==> src/sv/vsfb_pkg.sv <==
`timescale 1ns / 1ps
// ----------------------------------------------------------------------------
// vsfb_pkg
// Shared types and constants for the structure function binning unit.
// ----------------------------------------------------------------------------
package vsfb_pkg;

    // configuration register indexes
    localparam logic [2:0] CFG_PERIODIC_X = 3'd0;
    localparam logic [2:0] CFG_SPACING_X  = 3'd1;
    localparam logic [2:0] CFG_SPACING_Y  = 3'd2;
    localparam logic [2:0] CFG_SPACING_Z  = 3'd3;
    localparam logic [2:0] CFG_ORDER_LOW  = 3'd4;
    localparam logic [2:0] CFG_ORDER_HIGH = 3'd5;
    localparam logic [2:0] CFG_MIN_DIST   = 3'd6;

    // shift-subtract unit geometry
    localparam int UNIT_W     = 72;
    localparam int ROOT_W     = 36;
    localparam int REM_W      = 40;
    localparam int SQRT_STEPS = 36;
    localparam int DIV_STEPS  = 64;

    localparam logic UNIT_SQRT = 1'b0;
    localparam logic UNIT_DIV  = 1'b1;

    // order counter width (configured orders up to 15)
    localparam int Q_W = 5;

    typedef struct packed {
        logic start;
        logic mode;
    } t_unit_req;

endpackage

==> src/sv/vsfb_mul.sv <==
`timescale 1ns / 1ps
// ----------------------------------------------------------------------------
// vsfb_mul
// Unsigned 64 x 64 multiplier built from one 32 x 32 product per cycle.
// ----------------------------------------------------------------------------
module vsfb_mul import vsfb_pkg::*; (
    input  logic         i_clk,
    input  logic         i_rst_n,
    input  logic         i_start,
    input  logic [63:0]  i_opa,
    input  logic [63:0]  i_opb,
    output logic         o_done,
    output logic [127:0] o_prod
);

    logic [63:0]  r_a;
    logic [63:0]  r_b;
    logic [127:0] r_acc;
    logic [63:0]  r_pp;
    logic [1:0]   r_pj;
    logic         r_pv;
    logic [2:0]   r_cnt;
    logic         r_busy;
    logic         r_done;

    logic [31:0]  w_pa;
    logic [31:0]  w_pb;
    logic [63:0]  w_pp;
    logic [127:0] w_sh;

    assign w_pa = r_cnt[1] ? r_a[63:32] : r_a[31:0];
    assign w_pb = r_cnt[0] ? r_b[63:32] : r_b[31:0];
    assign w_pp = w_pa * w_pb;

    always_comb begin
        unique case (r_pj)
            2'd0:    w_sh = {64'b0, r_pp};
            2'd1,
            2'd2:    w_sh = {32'b0, r_pp, 32'b0};
            default: w_sh = {r_pp, 64'b0};
        endcase
    end

    always_ff @(posedge i_clk) begin
        if (!i_rst_n) begin
            r_busy <= 1'b0;
            r_done <= 1'b0;
            r_pv   <= 1'b0;
            r_cnt  <= 3'd0;
        end else begin
            r_done <= 1'b0;
            if (i_start && !r_busy) begin
                r_a    <= i_opa;
                r_b    <= i_opb;
                r_acc  <= 128'b0;
                r_cnt  <= 3'd0;
                r_pv   <= 1'b0;
                r_busy <= 1'b1;
            end else if (r_busy) begin
                if (r_cnt != 3'd4) begin
                    r_pp <= w_pp;
                    r_pj <= r_cnt[1:0];
                    r_pv <= 1'b1;
                end else begin
                    r_pv <= 1'b0;
                end
                if (r_pv) begin
                    r_acc <= r_acc + w_sh;
                end
                if (r_cnt == 3'd4) begin
                    r_busy <= 1'b0;
                    r_done <= 1'b1;
                end
                r_cnt <= r_cnt + 3'd1;
            end
        end
    end

    assign o_done = r_done;
    assign o_prod = r_acc;

endmodule

==> config.mk <==
export PLATFORM = sky130hd
export DESIGN_NAME = vsfb_mul
export DESIGN_NICKNAME = d
export VERILOG_FILES = /design/src/sv/vsfb_pkg.sv /design/src/sv/vsfb_mul.sv
export SDC_FILE = /design/constraint.sdc
export NUM_CORES = 2
export LEC_CHECK = 0
export BUFFER_PORTS_ARGS = -buffer_cell sky130_fd_sc_hd__buf_4
export CORE_UTILIZATION = 50
export CTS_BUF_LIST = sky130_fd_sc_hd__clkbuf_8
export DETAILED_ROUTE_END_ITERATION = 8
export PLACE_DENSITY = 0.73
export SLEW_MARGIN = 20
export SYNTH_ARGS = -nofsm -noshare
export SYNTH_HDL_FRONTEND = slang
export SYNTH_SLANG_ARGS = --single-unit
==> constraint.sdc <==
create_clock -name i_clk -period 15.5 [get_ports i_clk]
set_clock_uncertainty 0.15 [all_clocks]
set_input_delay 0.775 -clock i_clk [delete_from_list [all_inputs] [get_ports i_clk]]
set_output_delay 0.775 -clock i_clk [all_outputs]
set_load 0.01 [all_outputs]
Yosys cells after proc, flatten, opt, wreduce, memory -nomap -nowiden
Cells that the tools add are included.

word-level totals
  register bits = 328
  output and inout port bits = 129

operators by class
  add/sub/neg operators = 2
  $mul = 1
  equal/unequal tests = 4
  mux-type cells = 10
  bitwise operators = 3
  reduce and logical (&&, ||, !) cells = 11

operators with widths
  cell                                            number
  2-to-1 mux 128 bit                              2
  case mux 128 bit (2 select lines)               1
  adder 128 bit                                   1
  multiplier 32 x 32 -> 64 bit                    1
  2-to-1 mux 32 bit                               2
  2-to-1 mux 1 bit                                5
  AND reduction 4 bit                             1
  nonzero test 2 bit                              2
  OR reduction 2 bit                              2
  adder 3 x 1 -> 3 bit (second input constant)    1
  == test 3 bit (second input constant)           1
  inequality test 3 bit (second input constant)   1
  inverter 1 bit                                  3
  AND reduction 3 bit                             1
  OR reduction 3 bit                              1
  == test 2 x 1 -> 1 bit (second input constant)  1
  == test 2 bit (second input constant)           1
  zero test 2 bit                                 1
  AND reduction 2 bit                             1
  logical AND 1 bit                               1
  zero test 1 bit                                 1

Logic depth before layout (Yosys ltp)
  depth after elaboration = 6
  depth in mapped cells = 34
  depth with buffers taken out = 30

Least setup slack after synthesis
OpenSTA, ideal clock, no wires.

  path kind = in2reg
  from = in i_start
  to = reg r_acc[0], in the netlist o_prod[0], enable pin
  setup time = 812 ps
  arrival = 10432 ps
  data required time = 14538 ps
  slack = 4106 ps
  stages on the path = 4
  cell sequence = nand2b_1 clkbuf_1 clkbuf_1 a21boi_0

on the way
  cells in the longest elaborated chain, start to end = 3

RTL lines
  element                                 line            text
  from (decl)                             vsfb_mul.sv:9   input logic i_start,
  logical AND 1 bit *                     vsfb_mul.sv:52  if (i_start && !r_busy) begin
  nonzero test 2 bit (no source line)     n/a
  AND reduction 3 bit (no source line) *  n/a
  to (signal assigned)                    vsfb_mul.sv:68  r_acc <= r_acc + w_sh;
  to (decl)                               vsfb_mul.sv:18  logic [127:0] r_acc;

Mark *: on every way between the ends. The rest lies on a longest branch, timed or not.
A chain may end at the register's enable or synchronous reset.

Worst setup path in the final report
  from = reg r_cnt[0]
  to = reg r_pp[63], data pin

on the way
  cells in the longest elaborated chain, start to end = 2

RTL lines
  element                       line            text
  from (decl)                   vsfb_mul.sv:22  logic [2:0] r_cnt;
  from (signal assigned)        vsfb_mul.sv:74  r_cnt <= r_cnt + 3'd1;
  2-to-1 mux 32 bit             vsfb_mul.sv:32  assign w_pb = r_cnt[0] ? r_b[63:32] : r_b[31:0];
  multiplier 32 x 32 -> 64 bit  vsfb_mul.sv:33  assign w_pp = w_pa * w_pb;
  named net w_pp[63]            vsfb_mul.sv:28  logic [63:0] w_pp;
  to (signal assigned)          vsfb_mul.sv:61  r_pp <= w_pp;
  to (decl)                     vsfb_mul.sv:19  logic [63:0] r_pp;

The timed path passes the listed nets, and every way through them passes these cells.

==> results_dict.tcl <==
set metrics [dict create \
    status "complete, no violations" \
    firstDrtPassIters 6 \
    path_buf_inv 3 \
    setup_viol 0 \
    cts-root-buf "clkbuf_8" \
    synth_area_mm2 0.0531 \
    yosys.area.top_type "fa_1" \
    routed_wl_um 190000 \
    ios 260 \
    vias_per_cell 5.99 \
    vias 43900 \
    slew_violations 0 \
    synthToLayoutAreaGrowth_pct 8.95 \
    grt_setup_unrepaired "false" \
    layout.cells.non_filler 7331 \
    yosys.area_share.simple_pct 14.4 \
    htreeDepth 2 \
    synth_edf_count 322 \
    synth_top_family_by_area "adder cells" \
    grt_pass1_wl_um 279000 \
    cap_viol_max_count 0 \
    min_path_type "in2reg" \
    yosysWarnings 0 \
    drtIter0Drc 4111 \
    rows 119 \
    critical_path.max_stage_delay_ps 1030 \
    antenna_found_initial 4 \
    yosysTopAreaCellShare_pct 33.8 \
    cp_top_family "adder cells" \
    core_mm2 0.105 \
    syn_nets 7195 \
    grt.overflow.total 0 \
    hold_violations 0 \
    synth_cells 5773 \
    period_share_pct 63.9 \
    slowest_stage "mux2i_4" \
    ant_nets 0 \
    dieArea_mm2 0.108 \
    arrival_ps 10260 \
    max_freq_mhz 101 \
    die_w_um 328 \
    fin_crit_ps 9900 \
    crit_path_end_kind "flop" \
    dp_hpwl_um 146000 \
    portBuffers 259 \
    post_cts_resized 0 \
    cts_inserted_buffers 59 \
    cts_setup_buffers 0 \
    maxSlewHeadroom_pct 17.2 \
    setup_tns_ps 0 \
    clk_pin_slew_worst_paths_ps 90 \
    yosysMostFrequentCell "inv_1" \
    ys_top_cells_by_count "953 x inv_1, 897 x fa_1, 825 x nor2_1, 641 x nand2_1, 394 x ha_1" \
    num-nets-final 7315 \
    critPathKind "reg2reg" \
    start_util_pct 50.5 \
    tightestPinTransition_ps 1220 \
    critPathLaunchType "flop" \
    wl_per_cell_um 25.9 \
    gp_congestion 1.02 \
    cts.sinks 328 \
    synthFlopType "edfxtp_1" \
    cpMostUsedCell "fa_1" \
    synthArstFlopShare_pct 0 \
    avgSynthCellArea_um2 9.20 \
    die_height_um 328 \
    synth_compound_area_share_pct 9.66 \
    ys_ff_latch 328 \
    yosys-mux-area-fraction_pct 2.77 \
    cp.required_ps 15860 \
    cts_tree "built" \
    synth-xor-area-share_pct 2.79 \
    dp_cells 7207 \
    ys_types 84 \
    ys_seq_area_share_pct 18.4 \
    synth_area_leaders "fa_1 34%, edfxtp_1 18%, ha_1 9.3%, inv_1 6.7%, nor2_1 5.8%" \
    grt_pass1_vias 45100 \
    grt_max_degree 77 \
    clockBufferDepth 3 \
    layout-drive-gt1-share_pct 9.40 \
    drc_errors 0 \
    clk_latency_ps 800 \
    grt.total_usage_pct 35.3 \
    cp_max_fo 38 \
    synth-adder-area-share_pct 43.1 \
]
## routing by layer
metal | GRT usage [%] | vias to the layer above | part of all wire (%)
met2 | 53.9 | 2752 | 44
met5 | 0.665 | - | 0.061
met1 | 43.2 | 21700 | 37
met3 | 11.1 | 775 | 12
met4 | 22.2 | 6 | 7.5
li1 | - | 18700 | -
## flip-flops by register name (all words and copies together) (netlist names)
name / flops
r_a: 64
r_pv: 1
r_pj: 2
o_done: 1
r_cnt: 3
r_pp: 64
o_prod: 128
r_b: 64
r_busy: 1
## logic make-up (layout without fill, tap and decap cells)
group / after synthesis / after routing
simple gates: 1816 / 1816
fa+ha+maj: 1291 / 1291
buf+inv: 1240 / 1403
compound gates: 790 / 790
flops: 328 / 328
xor+xnor: 169 / 169
mux: 139 / 139
other cells: 0 / 4
## final timing paths
path,start,endpoint,slack (ps),cells past startpoint
setup / recovery,r_cnt[0],r_pp[63],5600,25
hold reg to reg,r_cnt[2],r_busy,460,2
setup reg to reg,r_cnt[0],r_pp[63],5600,25
hold / removal,i_opa[37],r_a[37],30,1
## cell usage in the layout, fill, tap and decap left out, drive strengths merged, types with 6 or more instances in the layout
master         n
a211oi         6
ha           394
inv          973
and2          76
a311oi         6
clkbuf        59
a21o          92
a21oi        281
nor2b         21
nor2         826
nor4           6
and4          12
or3           12
o21bai        60
o211ai        10
a31oi         23
mux2          65
a41oi          7
fa           897
nand2        641
dfxtp          6
nand2b        20
and3          13
buf          330
o31ai         11
nand3         32
xnor2        106
xor2          63
a21boi        12
nand4         92
edfxtp       322
a221oi         6
mux2i         74
clkinv        18
o21a          21
o21ai        145
nor3          47
dlygate4sd3   16
a22o          64
## final cells by class
type | count | area (um^2)
fillers | 9414 | 47400
multi-input cells | 4205 | 38900
diodes | 4 | 10.0
well taps | 1391 | 1740
clock inverters | 45 | 347
repair buffers | 346 | 2660
inverters | 953 | 3580
clock buffers | 59 | 812
flip-flops and latches | 328 | 9800
## timing repair
action                     in CTS  in global routing
hold buffers                   16                  0
hold endpoints to repair       16                  0
setup endpoints to repair       0                  0
## metrics by stage
step / setup WS, ps / utilization [%] / hold slack (ps) / area, um^2
after floorplan: 4110 / - / 302 / 53100
after global routing: 5370 / 55.0 / 15.5 / 57900
after CTS: 5780 / 54.9 / 1.42 / 57800
after detailed placement: 5780 / 53.7 / 462 / 56500
after global placement: 6040 / 53.7 / 444 / 56500
final: 5600 / 55.0 / 28.4 / 57900
Power is not shown: default switching activity piles up to over one toggle a cycle in this logic, so the estimate is an artifact.
