### config.mk
export PLATFORM = sky130hd
export DESIGN_NAME = vsfb_digit
export DESIGN_NICKNAME = d
export VERILOG_FILES = /design/src/sv/vsfb_pkg.sv /design/src/sv/vsfb_digit.sv
export SDC_FILE = /design/constraint.sdc
export NUM_CORES = 1
export LEC_CHECK = 0
export BUFFER_PORTS_ARGS = -buffer_cell sky130_fd_sc_hd__buf_2
export CAP_MARGIN = 20
export CORE_ASPECT_RATIO = 0.9
export CORE_MARGIN = 2
export CORE_UTILIZATION = 58
export DETAILED_ROUTE_END_ITERATION = 8
export PLACE_DENSITY = 0.93
export SLEW_MARGIN = 20
export SYNTH_ARGS = -nofsm -noshare
export SYNTH_HDL_FRONTEND = slang
export SYNTH_SLANG_ARGS = --single-unit
export TNS_END_PERCENT = 5
### constraint.sdc
create_clock -name i_clk -period 10.5 [get_ports i_clk]
set_input_delay 0.525 -clock i_clk [delete_from_list [all_inputs] [get_ports i_clk]]
set_output_delay 0.525 -clock i_clk [all_outputs]
set_load 0.01 [all_outputs]
### src/sv/vsfb_pkg.sv
`timescale 1ns / 1ps
// ----------------------------------------------------------------------------
// vsfb_pkg
// Shared types and constants for the structure function binning unit.
// ----------------------------------------------------------------------------
package vsfb_pkg;

    // configuration register indexes
    localparam logic [2:0] CFG_PERIODIC_X = 3'd0;
    localparam logic [2:0] CFG_SPACING_X  = 3'd1;
    localparam logic [2:0] CFG_SPACING_Y  = 3'd2;
    localparam logic [2:0] CFG_SPACING_Z  = 3'd3;
    localparam logic [2:0] CFG_ORDER_LOW  = 3'd4;
    localparam logic [2:0] CFG_ORDER_HIGH = 3'd5;
    localparam logic [2:0] CFG_MIN_DIST   = 3'd6;

    // shift-subtract unit geometry
    localparam int UNIT_W     = 72;
    localparam int ROOT_W     = 36;
    localparam int REM_W      = 40;
    localparam int SQRT_STEPS = 36;
    localparam int DIV_STEPS  = 64;

    localparam logic UNIT_SQRT = 1'b0;
    localparam logic UNIT_DIV  = 1'b1;

    // order counter width (configured orders up to 15)
    localparam int Q_W = 5;

    typedef struct packed {
        logic start;
        logic mode;
    } t_unit_req;

endpackage

### src/sv/vsfb_digit.sv
`timescale 1ns / 1ps
// ----------------------------------------------------------------------------
// vsfb_digit
// Shift-subtract unit: floor square root or unsigned division, one bit a cycle.
// ----------------------------------------------------------------------------
module vsfb_digit import vsfb_pkg::*; (
    input  logic              i_clk,
    input  logic              i_rst_n,
    input  t_unit_req         i_req,
    input  logic [UNIT_W-1:0] i_opa,
    input  logic [ROOT_W-1:0] i_opb,
    output logic              o_done,
    output logic [63:0]       o_res,
    output logic              o_rem_nz
);

    logic              r_busy;
    logic              r_done;
    logic              r_mode;
    logic [6:0]        r_cnt;
    logic [UNIT_W-1:0] r_val;
    logic [REM_W-1:0]  r_rem;
    logic [63:0]       r_res;
    logic [ROOT_W-1:0] r_div;

    logic [REM_W-1:0]  w_cand;
    logic [REM_W-1:0]  w_trial;
    logic              w_ge;

    always_comb begin
        if (r_mode == UNIT_SQRT) begin
            w_cand  = {r_rem[REM_W-3:0], r_val[UNIT_W-1 -: 2]};
            w_trial = {2'b0, r_res[ROOT_W-1:0], 2'b01};
        end else begin
            w_cand  = {r_rem[REM_W-2:0], r_val[UNIT_W-1]};
            w_trial = {{(REM_W-ROOT_W){1'b0}}, r_div};
        end
        w_ge = (w_cand >= w_trial);
    end

    always_ff @(posedge i_clk) begin
        if (!i_rst_n) begin
            r_busy <= 1'b0;
            r_done <= 1'b0;
            r_cnt  <= 7'd0;
        end else begin
            r_done <= 1'b0;
            if (i_req.start && !r_busy) begin
                r_mode <= i_req.mode;
                r_val  <= i_opa;
                r_div  <= i_opb;
                r_rem  <= '0;
                r_res  <= '0;
                r_cnt  <= (i_req.mode == UNIT_SQRT) ? 7'(SQRT_STEPS) : 7'(DIV_STEPS);
                r_busy <= 1'b1;
            end else if (r_busy) begin
                r_rem <= w_ge ? (w_cand - w_trial) : w_cand;
                r_res <= {r_res[62:0], w_ge};
                r_val <= (r_mode == UNIT_SQRT) ? (r_val << 2) : (r_val << 1);
                r_cnt <= r_cnt - 7'd1;
                if (r_cnt == 7'd1) begin
                    r_busy <= 1'b0;
                    r_done <= 1'b1;
                end
            end
        end
    end

    assign o_done   = r_done;
    assign o_res    = r_res;
    assign o_rem_nz = (r_rem != '0);

endmodule

Word level (Yosys, flattened, before mapping)
Cells that the tools add are included.
Cells by class
  add/subtract/negate cells: 2
  $lt $le $gt $ge: 1
  equal/unequal tests: 1
  mux-type cells: 15
  bitwise gates (word level): 2
  reduce and logical (&&, ||, !) cells: 7
Operators by type and width (number)
  72-bit two-way mux: 3
  40-bit two-way mux: 3
  64-bit two-way mux: 1
  40-bit >= comparator: 1
  40-bit nonzero test: 1
  40-bit subtractor: 1
  38-bit two-way mux: 1
  7-bit two-way mux: 3
  7-bit by 1-bit equality test with 1-bit output, second input constant: 1
  7-bit by 1-bit subtractor with 7-bit output, second input constant: 1
  1-bit two-way mux: 4
  2-bit AND reduction: 2
  3-bit OR reduction: 1
  1-bit inverter: 2
  2-bit nonzero test: 1
  1-bit logical AND: 1
  1-bit zero test: 1
Word-level totals
  bits in registers: 222
  bits of input ports: 112
  output and inout port bits: 66
  word-level logic and storage cells: 36

Longest topological paths before layout
Gate-level depths: netlist of run 1.
  depth after elaboration: 4
  depth in mapped cells: 18
  depth with buffers taken out: 12

Worst setup path before layout of run 1
No wires, ideal clock.
  path kind: in2reg
  start point: input i_rst_n
  end point: register r_busy
  arrival: 8691 ps
  data required time: 10392 ps
  path slack: 1701 ps
  stages: 3
  cells stage by stage: clkinv_1 -> nor2_1 -> and2_1
RTL lines
  from (decl): RTL line vsfb_digit.sv:8  | input logic i_rst_n,
  to (signal assigned): RTL line vsfb_digit.sv:43  | r_busy <= 1'b0;
  to (signal assigned): RTL line vsfb_digit.sv:55  | r_busy <= 1'b1;
  to (signal assigned): RTL line vsfb_digit.sv:62  | r_busy <= 1'b0;
  to (decl): RTL line vsfb_digit.sv:17  | logic r_busy;

Worst setup path in the final report of run 1
  start point: register r_mode
  end point: register r_rem[38], data pin
On the way
  cells in the longest elaborated chain, start to end: 4
  elaborated cells between the ends (all ways): 6
Ends and longest elaborated chain
  from (decl): RTL line vsfb_digit.sv:19  | logic r_mode;
  from (signal assigned): RTL line vsfb_digit.sv:49  | r_mode <= i_req.mode;
  40-bit two-way mux / 38-bit two-way mux (equally long branches): RTL line vsfb_digit.sv:31  | if (r_mode == UNIT_SQRT) begin
  40-bit subtractor / 40-bit >= comparator (equally long branches): RTL line vsfb_digit.sv:57, vsfb_digit.sv:38
  40-bit two-way mux *: RTL line vsfb_digit.sv:57  | r_rem <= w_ge ? (w_cand - w_trial) : w_cand;
  40-bit two-way mux *: RTL line vsfb_digit.sv:56  | end else if (r_busy) begin
  to (signal assigned): RTL line vsfb_digit.sv:57
  to (decl): RTL line vsfb_digit.sv:22  | logic [REM_W-1:0] r_rem;
Mark *: on every way between the ends. The rest lies on a longest branch, timed or not. The select of a mux whose other input is x is not followed.
A chain may end at the register's enable or synchronous reset.

==> impl_table.tex, run 1 <==
\begin{tabular}{lr}
\hline
Metric & Value \\
\hline
\multicolumn{2}{l}{\textbf{Finish}} \\
\quad \# nets final & 1432 \\
\quad Final core area utilization & 0.676 \\
\quad Area grow syn2layout & 15.6\% \\
\quad Fraction of layout cells with a size suffix above 1 & 0.211 \\
\quad Non-filler instance count after layout & 1589 \\
\quad Commonest cells after routing, fill and taps aside & 213 x sky130\_fd\_sc\_hd\_\_edfxtp\_1, 177 x sky130\_fd\_sc\_hd\_\_buf\_2, 153 x sky130\_fd\_sc\_hd\_\_nand2\_1 \\
\quad Most common cell after layout, fill and taps aside & sky130\_fd\_sc\_hd\_\_edfxtp\_1 \\
\multicolumn{2}{l}{\textbf{Global route}} \\
\quad Global-route congestion overflow total & 0 \\
\quad Via count of the first global-routing pass & 9077 \\
\quad GRT Total Usage & 0.245 \\
\quad Antenna violations before repair & 2 \\
\quad First-pass GRT wire length & 45500 um \\
\quad Pin count of the biggest net entering global routing & 118 \\
\multicolumn{2}{l}{\textbf{Worst setup path}} \\
\quad Depth of the worst register-to-register path & 12 \\
\quad Register-to-register setup slack & 5.50 ns \\
\quad Critical path peak fanout & 81 \\
\quad End of the worst register-to-register path & r\_rem[38] \\
\quad Required time at the endpoint of the critical path & 10.73 ns \\
\quad Setup crit start & r\_mode \\
\quad Setup crit start kind & register \\
\quad Critical Path End & r\_rem[38] \\
\quad Category of the worst setup path capture point & register \\
\quad Critical Setup Path Class & reg2reg \\
\quad Reg-to-reg startpoint & r\_mode \\
\quad Arr. time, crit path & 5.24 ns \\
\multicolumn{2}{l}{\textbf{Die}} \\
\quad Die Outline Area & 0.0228 mm\^{}2 \\
\quad Starting Density & 0.585 \\
\quad Chip Height & 143 um \\
\quad Placement row count & 51 \\
\quad \# IOs & 178 \\
\quad Core area & 0.0214 mm\^{}2 \\
\quad Overall die width & 159 um \\
\multicolumn{2}{l}{\textbf{Power}} \\
\quad Max IR drop VDD & 141 uV \\
\quad LEAKAGE & 5.82 nW \\
\quad Power density over cell area & 198 mW/mm\^{}2 \\
\multicolumn{2}{l}{\textbf{Detailed routing}} \\
\quad Routed via count & 9424 \\
\quad Via/cell ratio & 5.93 \\
\quad Overall routed net length & 28700 um \\
\quad Number of DRC markers after the initial detailed-route iteration & 992 \\
\quad Final antenna-violating net count & 0 \\
\quad First-pass detailed-route iteration total & 6 \\
\quad WL/cell & 18.1 um \\
\quad Number of remaining DRC errors & 0 \\
\multicolumn{2}{l}{\textbf{Logic synthesis}} \\
\quad Number of enable flip-flop cells after synthesis & 213 \\
\quad Sequential fraction of the synthesis area & 0.525 \\
\quad Fraction of registers with async set or reset after synthesis & 0 \\
\quad Flip-flop and latch count after synthesis & 222 \\
\quad Syn nets & 1289 \\
\quad Post-synthesis cell count & 1136 \\
\quad Synth Area per Inst & 11.0 um\^{}2 \\
\quad Post-synthesis cell area & 0.0125 mm\^{}2 \\
\quad Flip-flop cell with the highest count after synthesis & sky130\_fd\_sc\_hd\_\_edfxtp\_1 \\
\quad Number of distinct library cells after synthesis & 61 \\
\quad Count of synthesis-stage warnings from yosys & 0 \\
\multicolumn{2}{l}{\textbf{Clocking}} \\
\quad Clock tree from TritonCTS & built \\
\quad Hold buffer count at cts & 0 \\
\quad Resize count post-CTS & 0 \\
\quad Clock insertion delay at the later pin of the skew report & 0.52 ns \\
\quad Setup Fix Bufs, Post-CTS & 0 \\
\quad Count of H-tree levels built during CTS & 1 \\
\quad CTS max path bufs & 3 \\
\quad CTS root buffer & sky130\_fd\_sc\_hd\_\_clkbuf\_16 \\
\quad TritonCTS Buffers & 24 \\
\quad Worst-path clk slew & 0.06 ns \\
\quad CTS Sinks & 222 \\
\multicolumn{2}{l}{\textbf{Timing}} \\
\quad Final setup vio count & 0 \\
\quad Fraction of the cycle the final worst path needs & 0.477 \\
\quad Total count of max-transition violations in the final report & 0 \\
\quad Transition time at the pin with the least slew margin & 1.08 ns \\
\quad Final Hold Fails & 0 \\
\quad Setup repair after global routing missed its margin & false \\
\quad Fmax & 200 MHz \\
\quad Worst-case headroom to the max-slew limit & 0.279 \\
\quad Time the worst path needs with I/O delays and setup & 5.00 ns \\
\quad Total Neg Setup Slack & 0 ns \\
\quad Fin Clk Skew & 0.00912 ns \\
\multicolumn{2}{l}{\textbf{Min path}} \\
\quad Worst Hold Depth & 1 \\
\quad Tightest Hold Check Type & in2reg \\
\multicolumn{2}{l}{\textbf{Place}} \\
\quad Total placed cells including tap cells & 1543 \\
\quad Half-perimeter wire length after detailed placement & 19400 um \\
\quad RD Place Congestion & 0.926 \\
\quad Port-buffer cells & 177 \\
\multicolumn{2}{l}{\textbf{Run status}} \\
\quad Result of the run & finished, final reports clean \\
\multicolumn{2}{l}{\textbf{Run}} \\
\quad Max\_cap viols & 0 \\
\hline
\end{tabular}
-- area by class of cell --
type | count | area (um^2)
multi-input cells | 827 | 5630
clock buffers | 32 | 682
diodes | 3 | 7.51
inverters | 19 | 71.3
clock inverters | 10 | 184
well taps | 291 | 364
flip-flops and latches | 222 | 6580
fillers | 1544 | 6950
repair buffers | 185 | 973
-- cells by family (layout without fill, tap and decap cells) --
family / after synthesis / in the layout / synth area share
and+or+nand+nor: 355 / 355 / 0.142
AOI/OAI and AO/OA: 256 / 256 / 0.123
DFF: 222 / 222 / 0.525
muxes: 146 / 146 / 0.120
buffers and inverters: 87 / 246 / 0.0287
adders and majority gates: 41 / 41 / 0.0415
xor gates and xnor gates: 29 / 29 / 0.0203
other: 0 / 3 / 0
-- report_power, final --
| part | switching, mW | internal, mW | total (mW) |
|---|---|---|---|
| logic | 0.470 | 0.316 | 0.786 |
| clock network | 0.346 | 0.578 | 0.924 |
| registers | 0.0593 | 1.10 | 1.15 |
| total | 0.875 | 1.99 | 2.87 |
-- synthesized netlist by cell type (3+ instances only) --
master	n	area (um^2)
sky130_fd_sc_hd__a211o_1	4	35.0
sky130_fd_sc_hd__a211oi_1	14	105
sky130_fd_sc_hd__a21o_1	22	165
sky130_fd_sc_hd__a21oi_1	70	350
sky130_fd_sc_hd__a31oi_1	9	56.3
sky130_fd_sc_hd__a41oi_1	3	26.3
sky130_fd_sc_hd__and2_1	70	438
sky130_fd_sc_hd__and3_1	4	25.0
sky130_fd_sc_hd__and4_1	5	43.8
sky130_fd_sc_hd__buf_1	7	26.3
sky130_fd_sc_hd__buf_2	3	15.0
sky130_fd_sc_hd__buf_4	5	37.5
sky130_fd_sc_hd__clkbuf_1	49	184
sky130_fd_sc_hd__clkbuf_2	3	15.0
sky130_fd_sc_hd__dfxtp_1	9	180
sky130_fd_sc_hd__edfxtp_1	213	6400
sky130_fd_sc_hd__ha_1	40	500
sky130_fd_sc_hd__inv_1	18	67.6
sky130_fd_sc_hd__mux2_2	37	417
sky130_fd_sc_hd__mux2i_1	109	1090
sky130_fd_sc_hd__nand2_1	153	574
sky130_fd_sc_hd__nand2b_1	8	50.1
sky130_fd_sc_hd__nand3_1	16	80.1
sky130_fd_sc_hd__nand4_1	10	62.6
sky130_fd_sc_hd__nor2_1	32	120
sky130_fd_sc_hd__nor2b_1	9	56.3
sky130_fd_sc_hd__nor3_1	13	65.1
sky130_fd_sc_hd__nor3b_1	5	37.5
sky130_fd_sc_hd__nor4_1	13	81.3
sky130_fd_sc_hd__o211ai_1	3	22.5
sky130_fd_sc_hd__o21a_1	3	22.5
sky130_fd_sc_hd__o21ai_0	102	510
sky130_fd_sc_hd__o21bai_1	4	30.0
sky130_fd_sc_hd__o221ai_1	4	35.0
sky130_fd_sc_hd__o311ai_0	3	26.3
sky130_fd_sc_hd__or2_2	3	18.8
sky130_fd_sc_hd__or3_1	5	31.3
sky130_fd_sc_hd__xnor2_1	16	140
sky130_fd_sc_hd__xor2_1	13	114
-- sequential cells by signal, summed over array words and instances (netlist names) --
register	count
r_cnt	7
o_done	1
o_res	64
r_rem	40
r_mode	1
r_busy	1
r_val	72
r_div	36
-- layer usage --
metal | GRT usage | vias to the layer above | part of all wire
met4 | 0.0861 | 0 | 0.025
met5 | 0 | - | 0
met3 | 0.0407 | 57 | 0.077
li1 | - | 4509 | -
met2 | 0.381 | 426 | 0.45
met1 | 0.351 | 4432 | 0.45
-- per-stage QoR --
step | area [um^2] | total power [mW] | hold slack (ns) | setup slack [ns]
after floorplan | 12500 | 1.75 | 0.468 | 1.70
after global placement | 13600 | 1.90 | 0.483 | 5.65
after detailed placement | 13600 | 1.93 | 0.511 | 5.42
after CTS | 14400 | 2.86 | 0.159 | 5.40
after global routing | 14500 | 3.00 | 0.165 | 5.37
final | 14500 | 2.87 | 0.179 | 5.50
-- worst min-delay path by stage --
stage	start	end	slack (ns)
4_1_cts	i_opb[19]	r_div[19]	0.16
5_1_grt	i_opb[32]	r_div[32]	0.16
3_5_place_dp	r_cnt[2]	r_cnt[2]	0.51
2_1_floorplan	r_cnt[6]	r_cnt[6]	0.47
3_3_place_gp	r_cnt[6]	r_cnt[6]	0.48
6_report	i_opb[19]	r_div[19]	0.18
-- critical path: stages, from the launching register on --
cell	delay [ns]
sky130_fd_sc_hd__edfxtp_1	0.34
sky130_fd_sc_hd__buf_6	0.58
sky130_fd_sc_hd__mux2_2	0.43
sky130_fd_sc_hd__ha_1	0.49
sky130_fd_sc_hd__nand2_1	0.16
sky130_fd_sc_hd__or3_4	0.43
sky130_fd_sc_hd__or3_4	0.36
sky130_fd_sc_hd__a2111oi_4	0.30
sky130_fd_sc_hd__nor4_1	0.14
sky130_fd_sc_hd__or2_1	0.44
sky130_fd_sc_hd__buf_4	0.33
sky130_fd_sc_hd__o311ai_0	0.44
sky130_fd_sc_hd__o41ai_1	0.18
Note: power is estimated with default switching activity, not from simulation.
==> inputs of run 2 (changes only) <==
CORE_UTILIZATION = 53   (was 58)
PLACE_DENSITY = 0.9   (was 0.93)
clock period = 4.1 ns   (was 10.5 ns; I/O delays follow)
==> impl_table.tex, run 2 (synthesis results as in run 1) <==
\begin{tabular}{lr}
\hline
Metric & Value \\
\hline
\multicolumn{2}{l}{\textbf{Place}} \\
\quad Total placed cells including tap cells & 1573 (+1.9\%) \\
\quad Worst setup timing slack at the placement stage & 0.0421 ns (-5.38 ns) \\
\quad RD Place Congestion & 0.960 (+3.6\%) \\
\quad Post-placement cell area & 0.0138 mm\^{}2 (+1.4\%) \\
\quad Port-buffer cells & 177 (unchanged) \\
\quad Half-perimeter wire length after detailed placement & 20000 um (+3.3\%) \\
\multicolumn{2}{l}{\textbf{Finish}} \\
\quad Final core area utilization & 0.674 (-0.00137) \\
\quad Max reg flops & 72 (unchanged) \\
\quad Final design area excluding fillers & 0.0157 mm\^{}2 (+8.3\%) \\
\quad Fraction of layout cells with a size suffix above 1 & 0.215 (+0.00413) \\
\quad Register with the most flip-flops & r\_val \\
\quad \# nets final & 1554 (+8.5\%) \\
\quad Commonest cells after routing, fill and taps aside & 213 x sky130\_fd\_sc\_hd\_\_edfxtp\_1, 177 x sky130\_fd\_sc\_hd\_\_buf\_2, 153 x sky130\_fd\_sc\_hd\_\_nand2\_1 \\
\quad \# diodes & 0 (-3) \\
\quad Most common cell after layout, fill and taps aside & sky130\_fd\_sc\_hd\_\_edfxtp\_1 \\
\quad Area grow syn2layout & 25.2\% \\
\quad Non-filler instance count after layout & 1721 (+8.3\%) \\
\multicolumn{2}{l}{\textbf{Detailed routing}} \\
\quad Number of remaining DRC errors & 0 (unchanged) \\
\quad Overall routed net length & 33000 um (+15\%) \\
\quad Number of DRC markers after the initial detailed-route iteration & 1052 (+6.0\%) \\
\quad WL/cell & 19.2 um (+6.2\%) \\
\quad Final antenna-violating net count & 0 (unchanged) \\
\quad Routed via count & 10300 (+9.3\%) \\
\quad First-pass detailed-route iteration total & 6 (unchanged) \\
\quad Via/cell ratio & 5.99 (+0.92\%) \\
\multicolumn{2}{l}{\textbf{Clocking}} \\
\quad TritonCTS Buffers & 25 (+4.2\%) \\
\quad Clock tree from TritonCTS & built \\
\quad Clock insertion delay at the later pin of the skew report & 0.53 ns (about the same) \\
\quad Count of H-tree levels built during CTS & 1 (unchanged) \\
\quad Worst-path clk slew & 0.07 ns (about the same) \\
\quad CTS max path bufs & 3 (unchanged) \\
\quad CTS root buffer & sky130\_fd\_sc\_hd\_\_clkbuf\_16 \\
\quad CTS Sinks & 222 (unchanged) \\
\multicolumn{2}{l}{\textbf{Die}} \\
\quad Die Outline Area & 0.0249 mm\^{}2 (+9.2\%) \\
\quad Chip Height & 150 um (+4.5\%) \\
\quad Overall die width & 166 um (+4.5\%) \\
\quad Placement row count & 53 (+3.9\%) \\
\quad \# IOs & 178 (unchanged) \\
\quad Core area & 0.0233 mm\^{}2 (+8.6\%) \\
\quad Starting Density & 0.539 (-0.0461) \\
\multicolumn{2}{l}{\textbf{Power}} \\
\quad Part of the total power dissipated in the clock network & 0.305 (-0.018) \\
\quad Comb pwr share & 0.297 (+0.023) \\
\quad Power density over cell area & 473 mW/mm\^{}2 (+140\%) \\
\quad Switch share & 0.319 (+0.0136) \\
\quad Max IR drop VDD & 331 uV (+140\%) \\
\quad Final total power & 7.43 mW (+160\%) \\
\quad Switching power & 2.37 mW (+170\%) \\
\quad Design internal power & 5.06 mW (+150\%) \\
\quad LEAKAGE & 6.34 nW (+8.9\%) \\
\quad Part of the total power dissipated in sequential elements & 0.398 (-0.005) \\
\multicolumn{2}{l}{\textbf{Min path}} \\
\quad Tightest Hold Check Type & in2reg \\
\multicolumn{2}{l}{\textbf{Global route}} \\
\quad First-pass GRT wire length & 50700 um (+11\%) \\
\quad GRT Total Usage & 0.251 (+0.00675) \\
\quad Antenna violations before repair & 0 (-2) \\
\quad Via count of the first global-routing pass & 9954 (+9.7\%) \\
\quad Pin count of the biggest net entering global routing & 143 (+21\%) \\
\quad Global-route congestion overflow total & 0 (unchanged) \\
\multicolumn{2}{l}{\textbf{Timing}} \\
\quad Final setup vio count & 0 (unchanged) \\
\quad Total count of max-transition violations in the final report & 0 (unchanged) \\
\quad Time the worst path needs with I/O delays and setup & 4.00 ns (-1.01 ns) \\
\quad Fin Clk Skew & 0.0204 ns (+0.0113 ns) \\
\quad Worst Hold Margin & 0.0162 ns (-0.163 ns) \\
\quad Transition time at the pin with the least slew margin & 0.888 ns (-0.193 ns) \\
\quad Fmax & 250 MHz (+25\%) \\
\quad Fraction of the cycle the final worst path needs & 0.974 (+0.498) \\
\quad Setup slack after layout & 0.105 ns (-5.39 ns) \\
\quad Setup repair after global routing missed its margin & true \\
\quad Worst-case headroom to the max-slew limit & 0.408 (+0.129) \\
\quad Final Hold Fails & 0 (unchanged) \\
\quad Total Neg Setup Slack & 0 ns (unchanged) \\
\multicolumn{2}{l}{\textbf{Run status}} \\
\quad Result of the run & finished, final reports clean \\
\multicolumn{2}{l}{\textbf{Worst setup path}} \\
\quad Critical path peak fanout & 18 (-78\%) \\
\quad Arr. time, crit path & 4.26 ns (-0.98 ns) \\
\quad Critical Setup Path Class & reg2reg \\
\quad Required time at the endpoint of the critical path & 4.37 ns (-6.36 ns) \\
\quad Category of the worst setup path capture point & register \\
\quad Setup crit start kind & register \\
\multicolumn{2}{l}{\textbf{Run}} \\
\quad Max\_cap viols & 0 (unchanged) \\
\hline
\end{tabular}
## run 2: cell count changes in the layout (fill, tap and decap cells not counted), moves of 3 or more
| cell | previous run | this run |
|---|---|---|
| sky130_fd_sc_hd__inv_6 | 0 | 3 |
| sky130_fd_sc_hd__clkinv_1 | 2 | 5 |
| sky130_fd_sc_hd__dlygate4sd3_1 | 0 | 97 |
| sky130_fd_sc_hd__clkbuf_8 | 3 | 0 |
| sky130_fd_sc_hd__buf_12 | 0 | 3 |
| sky130_fd_sc_hd__clkinvlp_4 | 1 | 6 |
| sky130_fd_sc_hd__clkbuf_1 | 4 | 1 |
| sky130_fd_sc_hd__diode_2 | 3 | 0 |
| sky130_fd_sc_hd__buf_4 | 5 | 24 |
## run 2: worst max-delay path, stage by stage, from the launching register on
cell	delay, ns
sky130_fd_sc_hd__edfxtp_1	0.52
sky130_fd_sc_hd__buf_4	0.19
sky130_fd_sc_hd__clkbuf_16	0.20
sky130_fd_sc_hd__mux2i_1	0.29
sky130_fd_sc_hd__ha_1	0.21
sky130_fd_sc_hd__inv_1	0.05
sky130_fd_sc_hd__fa_1	0.40
sky130_fd_sc_hd__nand3_1	0.14
sky130_fd_sc_hd__a211o_1	0.16
sky130_fd_sc_hd__a31o_2	0.24
sky130_fd_sc_hd__o21ai_1	0.18
sky130_fd_sc_hd__a211o_1	0.41
sky130_fd_sc_hd__a22o_1	0.29
sky130_fd_sc_hd__o311ai_1	0.30
sky130_fd_sc_hd__o41ai_2	0.13
## run 2: per-layer routing
layer  share of wire  GRT usage  wire [um]
met1            0.42      0.337      13900
met2            0.47      0.417      15700
met3           0.074     0.0402       2450
met4           0.031     0.0922       1010
met5               0          0          0
## run 2: power groups by stage
stage	clock network, mW	registers [mW]	logic [mW]
floorplan	0	2.96	1.49
global placement	0	2.98	1.97
detailed placement	0	2.99	2.03
CTS	2.28	2.95	2.12
global route	2.36	2.98	2.41
finish	2.26	2.96	2.21
## run 2: timing repair
item                                    4_1_cts  5_1_grt
endpoints found under the hold margin        97        0
resized for setup                             0        7
hold buffers                                 97        0
buffers inserted                              0        3
endpoints found under the setup margin        0       40
## run 2: area by class of cell
class,count,area [um^2]
Clock buffer,26,629
Multi-Input combinational cell,827,5650
Inverter,19,71.3
Fill cell,1634,7580
Timing Repair Buffer,306,2200
Clock inverter,19,195
Sequential cell,222,6580
Tap cell,302,378
## run 2: worst paths after layout
path                 start   endpoint  slack, ns  depth (start not counted)
hold reg to reg   r_cnt[6]   r_cnt[6]       0.53                          2
hold / removal    i_opa[2]   r_val[2]       0.02                          3
setup reg to reg    r_mode  r_rem[38]       0.10                         14
setup / recovery    r_mode  r_rem[38]       0.10                         14
